**src/hw/rtl/tnmp_pkg.sv**
```systemverilog
`timescale 1ns / 1ps

package tnmp_pkg;

    localparam int unsigned COMP_W     = 16;
    localparam int unsigned VEC_W      = 3 * COMP_W;
    localparam int unsigned IN_W       = 5 * VEC_W;
    localparam int unsigned SCALE_W    = 16;
    localparam int unsigned MAG_W      = 32;
    localparam int unsigned NMAG_W     = 31;
    localparam int unsigned LEN2_W     = 64;
    localparam int unsigned ROOT_W     = 32;
    localparam int unsigned REM_W      = 36;
    localparam int unsigned Q_W        = 15;
    localparam int unsigned NUM_W      = 46;
    localparam int unsigned SQ_STAGES  = ROOT_W / 2;
    localparam int unsigned DV_STAGES  = Q_W;
    localparam logic [SCALE_W-1:0] SCALE_RESET = 16'h1000;

    typedef struct packed {
        logic [VEC_W-1:0] old_normal;
        logic [2:0]       neg;
        logic             degen;
    } side_t;

    typedef struct packed {
        side_t                  side;
        logic [2:0][NMAG_W-1:0] m;
        logic [LEN2_W-1:0]      len2;
    } sq_in_t;

    typedef struct packed {
        side_t                  side;
        logic [2:0][NMAG_W-1:0] m;
        logic [ROOT_W-1:0]      root;
    } dv_in_t;

    typedef struct packed {
        side_t             side;
        logic [2:0][Q_W-1:0] q;
    } fin_t;

    // one digit of the square root: returns {rem, root}
    function automatic logic [REM_W+ROOT_W-1:0] sqrt_step(input logic [REM_W-1:0] rem,
                                                          input logic [ROOT_W-1:0] root,
                                                          input logic [1:0] bits);
        logic [REM_W-1:0]  r;
        logic [REM_W-1:0]  t;
        logic [ROOT_W-1:0] rt;
        r = {rem[REM_W-3:0], bits};
        t = {2'b00, root, 2'b01};
        if (r >= t) begin
            r  = r - t;
            rt = {root[ROOT_W-2:0], 1'b1};
        end else begin
            rt = {root[ROOT_W-2:0], 1'b0};
        end
        return {r, rt};
    endfunction

endpackage

```
**src/hw/rtl/tnmp_isqrt.sv**
```systemverilog
`timescale 1ns / 1ps

module tnmp_isqrt
    import tnmp_pkg::*;
(
    input  logic   aclk,
    input  logic   aresetn,
    input  logic   en,
    input  logic   in_valid,
    input  sq_in_t in_data,
    output logic   out_valid,
    output dv_in_t out_data
);

    logic [SQ_STAGES-1:0] v_reg;
    sq_in_t               d_reg    [SQ_STAGES];
    logic [REM_W-1:0]     rem_reg  [SQ_STAGES];
    logic [ROOT_W-1:0]    root_reg [SQ_STAGES];
    logic [REM_W-1:0]     rem_next [SQ_STAGES];
    logic [ROOT_W-1:0]    root_next[SQ_STAGES];

    always_comb begin
        logic [REM_W-1:0]  r;
        logic [ROOT_W-1:0] rt;
        logic [LEN2_W-1:0] l;
        for (int s = 0; s < SQ_STAGES; s++) begin
            if (s == 0) begin
                r  = '0;
                rt = '0;
                l  = in_data.len2;
            end else begin
                r  = rem_reg[s-1];
                rt = root_reg[s-1];
                l  = d_reg[s-1].len2;
            end
            for (int j = 0; j < 2; j++) begin
                {r, rt} = sqrt_step(r, rt, l[2*(ROOT_W-1-2*s-j) +: 2]);
            end
            rem_next[s]  = r;
            root_next[s] = rt;
        end
    end

    always_ff @(posedge aclk) begin
        if (!aresetn) begin
            v_reg <= '0;
        end else if (en) begin
            v_reg <= {v_reg[SQ_STAGES-2:0], in_valid};
        end
    end

    always_ff @(posedge aclk) begin
        if (en) begin
            for (int s = 0; s < SQ_STAGES; s++) begin
                d_reg[s]    <= (s == 0) ? in_data : d_reg[s-1];
                rem_reg[s]  <= rem_next[s];
                root_reg[s] <= root_next[s];
            end
        end
    end

    assign out_valid     = v_reg[SQ_STAGES-1];
    assign out_data.side = d_reg[SQ_STAGES-1].side;
    assign out_data.m    = d_reg[SQ_STAGES-1].m;
    assign out_data.root = root_reg[SQ_STAGES-1];

endmodule

```
**config.mk**
```make
export PLATFORM = sky130hd
export DESIGN_NAME = tnmp_isqrt
export DESIGN_NICKNAME = d
export VERILOG_FILES = /design/src/hw/rtl/tnmp_pkg.sv /design/src/hw/rtl/tnmp_isqrt.sv
export SDC_FILE = /design/constraint.sdc
export NUM_CORES = 2
export LEC_CHECK = 0
export ABC_AREA = 1
export BUFFER_PORTS_ARGS = -buffer_cell sky130_fd_sc_hd__buf_4
export CORE_MARGIN = 1.5
export CORE_UTILIZATION = 30
export DETAILED_ROUTE_END_ITERATION = 6
export PLACE_DENSITY_LB_ADDON = 0.05
export SETUP_SLACK_MARGIN = 0.3
export SLEW_MARGIN = 20
export SYNTH_ARGS = -nofsm -noshare
export SYNTH_HDL_FRONTEND = slang
export SYNTH_MEMORY_MAX_BITS = 65536
export SYNTH_SLANG_ARGS = --single-unit
export TNS_END_PERCENT = 50
```
**constraint.sdc**
```tcl
create_clock -name aclk -period 4.1 [get_ports aclk]
set_input_delay 0.82 -clock aclk [delete_from_list [all_inputs] [get_ports aclk]]
set_output_delay 0.82 -clock aclk [all_outputs]
set_load 0.03 [all_outputs]
```
=== After elaboration in Yosys (flattened, before gate mapping) ===
Memories as Yosys holds them, arrays and structs flattened.
Cells that the tools add are included.

* Input port bits: 213
* Logic and storage cells: 134
* Output and inout bits: 178
* Bits in registers: 16
* Memories kept: 3
* Memory bits (writable): 4,432

{| class="wikitable"
|+ Memories
! memory !! depth !! width !! rd ports !! clocked after Yosys merged registers in !! wr ports !! line !! text
|-
| d_reg || 16 || 209 || 16 || 0 || 16 || tnmp_isqrt.sv:16 || <nowiki>sq_in_t d_reg [SQ_STAGES];</nowiki>
|-
| rem_reg || 16 || 36 || 15 || 0 || 16 || tnmp_isqrt.sv:17 || <nowiki>logic [REM_W-1:0] rem_reg [SQ_STAGES];</nowiki>
|-
| root_reg || 16 || 32 || 16 || 0 || 16 || tnmp_isqrt.sv:18 || <nowiki>logic [ROOT_W-1:0] root_reg [SQ_STAGES];</nowiki>
|}

* $add $sub $neg: 32
* Mux-type cells: 66
* $lt $le $gt $ge: 32

{| class="wikitable"
|+ Operator list
! cell !! count
|-
| greater-or-equal comparator 36 x 34 -> 1 bit || 30
|-
| two-way mux 36 bit || 16
|-
| two-way mux 34 bit || 16
|-
| subtractor 36 x 34 -> 36 bit || 15
|-
| subtractor 34 bit || 15
|-
| greater-or-equal comparator 36 x 3 -> 1 bit || 1
|-
| subtractor 36 x 3 -> 36 bit || 1
|-
| two-way mux 1 bit || 34
|-
| subtractor 2 x 1 -> 3 bit, second input constant || 1
|-
| greater-or-equal comparator 2 x 1 -> 1 bit, second input constant || 1
|}

=== Depth between registers and ports, before layout ===
An unclocked memory read counts as a cell.

* Word-level depth: 5
* Depth in mapped cells: 32
* Gate-level depth less buffers: 30

=== Least setup slack after synthesis ===
OpenSTA, ideal clock, no wires.

* Path kind: reg2reg
* Start: memory root_reg[10][19], in the netlist root_reg[1][83]
* End: memory rem_reg[11][20], in the netlist rem_reg[1][128], data pin
* Stages on the path, launching flop included: 29
* Path slack: -117 ps
* Arrival: 3,952 ps
* Clock period less this slack: 4,217 ps
* Path buffers: 5
* Cells stage by stage: edfxtp_1 > inv_1 > ha_1 > a21o_1 > a21oi_2 > nand2_1 > a21oi_2 > nand3_2 > buf_4 > buf_2 > inv_1 > clkbuf_1 > buf_2 > nand2_1 > o21ai_0 > ha_1 > a21oi_1 > nor2_1 > nor2_1 > inv_1 > a21oi_1 > o21ai_0 > a21oi_2 > nor2_1 > nor2_1 > nand3_1 > buf_2 > nand2_1 > o21ai_0

{| class="wikitable"
|+ RTL lines
! what !! line
|-
| start, declared || tnmp_isqrt.sv:18
|-
| end, declared || tnmp_isqrt.sv:17
|}

==> flow_summary.ini <==
[global_routing]
antenna_found_initial = 10
grt_overflow = 0
grt_pass1_wl_um = 723000
grt_usage_pct = 17.1
grt_pass1_vias = 119000
grt_max_degree = 138

[power_and_ir_drop]
p_leak_nw = 95.6
power_density_nw_per_um2 = 594
total_power_mw = 138
ir_drop_v = 0.000388

[place]
gp_congestion = 0.888
port_buffers = 390
dpl-instance-area_um2 = 202000
dp.final_hpwl_um = 375000
place_ws_ps = -1150
dpl.cell_count = 25600

[worst_setup_path]
crit_family = simple AND/OR/NAND/NOR gates
cp.depth = 25
crit_arrival_ps = 5090
path_class = reg2reg
startpoint = rem_reg[1][50]$_DFFE_PP_
slowest_stage = edfxtp_1
worst_setup_path_end_kind = flop
rrSetupSlack_ps = -290
crit_top_cell = nand2_2
cpPeakStageDelay_ps = 550
crit_fanout = 7
r2r_cells = 25
timing.rr.end = rem_reg[1][85]$_DFFE_PP_
timing.rr.start = rem_reg[1][50]$_DFFE_PP_
crit_end = rem_reg[1][85]$_DFFE_PP_
critPathBufInv = 6
cp.required_ps = 4800
worst_setup_path_start_kind = flop

[clock_tree]
cts.sinks = 3575
cts_made_buffers = 402
cts_tree = built
clk_pin_slew_ps = 60
cts_htree_levels = 5
cts_root_buffer = clkbuf_16
clk_latency_ps = 1020
cts.path.max_buffers = 4

[drt]
via_count = 119000
first_pass_iters = 5
ant_nets = 0
via_per_inst = 4.38
drt_iter0_markers = 6408
routed_wl_um = 494000
drc = 0
routedWlPerCell_um = 18.2

[yosys]
async_reset_ff_share_pct = 0
synth.yosys.seq_area_share_pct = 65.3
synth_compound_area_share_pct = 6.11
synth_top_family_by_area = simple AND/OR/NAND/NOR gates
synth_edf_count = 3559
synthFlopType = edfxtp_1
synth_top_area_share_pct = 65.1
yosysTopAreaCell = edfxtp_1
synthTopCellsByArea = edfxtp_1, nand2_1, ha_1, inv_1, nor2_1
yosysMostFrequentCell = edfxtp_1
synthAdderAreaFrac_pct = 4.25
synthCells = 14800
muxShareOfSynthArea_pct = 0
yosys.area_share.simple_pct = 16.3
synth-xor-area-share_pct = 2.86
synth_cell_types = 79
yosysWarnings = 0
ys_seq_elements = 3575
synthTopCellsByCount = edfxtp_1, nand2_1, inv_1
netlist_area_um2 = 164000
avgSynthCellArea_um2 = 11.1

[status]
outcome = complete, but fails checks
violations = setup timing

[sta]
finalHoldViolCount = 0
rsz0062_at_grt = true
fin_ws_ps = -291
setup_viol = 199
period_share_pct = 107
max_freq_mhz = 228
tightest_slew_ps = 876
maxSlewViolCount = 0
slew_headroom_pct = 41.6
timing.hold.ws_ps = 86.3
tns_ps = -28750
layout_min_cycle_time_ps = 4390
skew_ps = 113

[finish]
area_delta_synth_final_pct = 41.6
nets = 20400
largest_reg_flops = 2800
fillCellCount = 52700
utilization_pct = 42.6
drive_above_1_share_pct = 35.9
final_area_um2 = 232000
final_cell_count_no_fill = 27200

[floorplanning]
die_w_um = 743
start_util_pct = 30.1
dieArea_um2 = 552000
die-height_um = 743
num_rows = 271
core_region_area_um2 = 545000
ioPinCount = 391

[job]
maxCapViolCount = 0

[hold_path]
min_path_type = in2reg
power by group:
part,switching (mW),internal [mW]
Sequential,1.95,44.7
Clock,15.1,20.1
Combinational,29.5,26.6
kinds of logic (layout without fill, tap and decap cells):
| group | count (synthesis) | in the layout |
|---|---|---|
| other | 1 | 5 |
| flip-flops | 3575 | 3575 |
| AND/OR/NAND/NOR | 6284 | 6289 |
| buffers and inverters | 2017 | 7154 |
| AO/OA/AOI/OAI | 1803 | 1803 |
| adder cells (fa/ha/maj) | 558 | 558 |
| XOR/XNOR | 532 | 532 |
per-layer routing:
| layer | global-route usage [%] | routed length [um] | up-vias |
|---|---|---|---|
| met5 | 0 | 21 | - |
| li1 | - | - | 60500 |
| met3 | 1.67 | 12200 | 671 |
| met4 | 4.46 | 14400 | 4 |
| met1 | 21.9 | 218000 | 56300 |
| met2 | 30.7 | 249000 | 1521 |
worst min path at each step:
| stage | startpoint | to | slack, ps | cells after the start |
|---|---|---|---|---|
| floorplan | d_reg[0][791]$_DFFE_PP_ | d_reg[0][1000]$_DFFE_PP_ | 400 | 0 |
| global placement | d_reg[1][987]$_DFFE_PP_ | d_reg[1][1196]$_DFFE_PP_ | 400 | 0 |
| detailed placement | d_reg[0][803]$_DFFE_PP_ | d_reg[0][1012]$_DFFE_PP_ | 400 | 0 |
| CTS | in_data[180] | d_reg[0][180]$_DFFE_PP_ | 4 | 1 |
| global route | in_data[119] | d_reg[0][119]$_DFFE_PP_ | 40 | 1 |
| finish | in_data[180] | d_reg[0][180]$_DFFE_PP_ | 90 | 1 |
what timing repair did:
action / in CTS / in global routing
gates cloned: 17 / 36
hold buffers: 205 / 0
buffers inserted: 161 / 365
gates resized for setup: 829 / 1796
setup endpoints to repair: 456 / 489
endpoints found under the hold margin: 205 / 0
pin swaps: 130 / 579
layout make-up:
class,instances,area [um2],area share (%)
tap,7234,9050,3.90
inverter,1726,6630,2.85
clock buffer,497,10500,4.51
timing repair buffer,4691,38300,16.5
sequential,3575,107000,46.1
antenna,2,5.00,0.00215
timing repair inverter,2,25.0,0.0108
multi-input combinational,9185,58300,25.1
clock inverter,238,2370,1.02
placed cells by master, fill, tap and decap left out, types with 229 or more instances in the layout:
master and count:
buf_4 4230, a21oi_1 405, nor2_1 1224, nand2_2 373, ha_4 247, nand4_1 229
ha_1 299, o21ai_0 331, clkbuf_16 433, edfxtp_1 3559, xor2_1 290, inv_1 1487
a21oi_2 272, nand3_1 710, nand2_1 2897
Power figures use the tool's default switching activity.
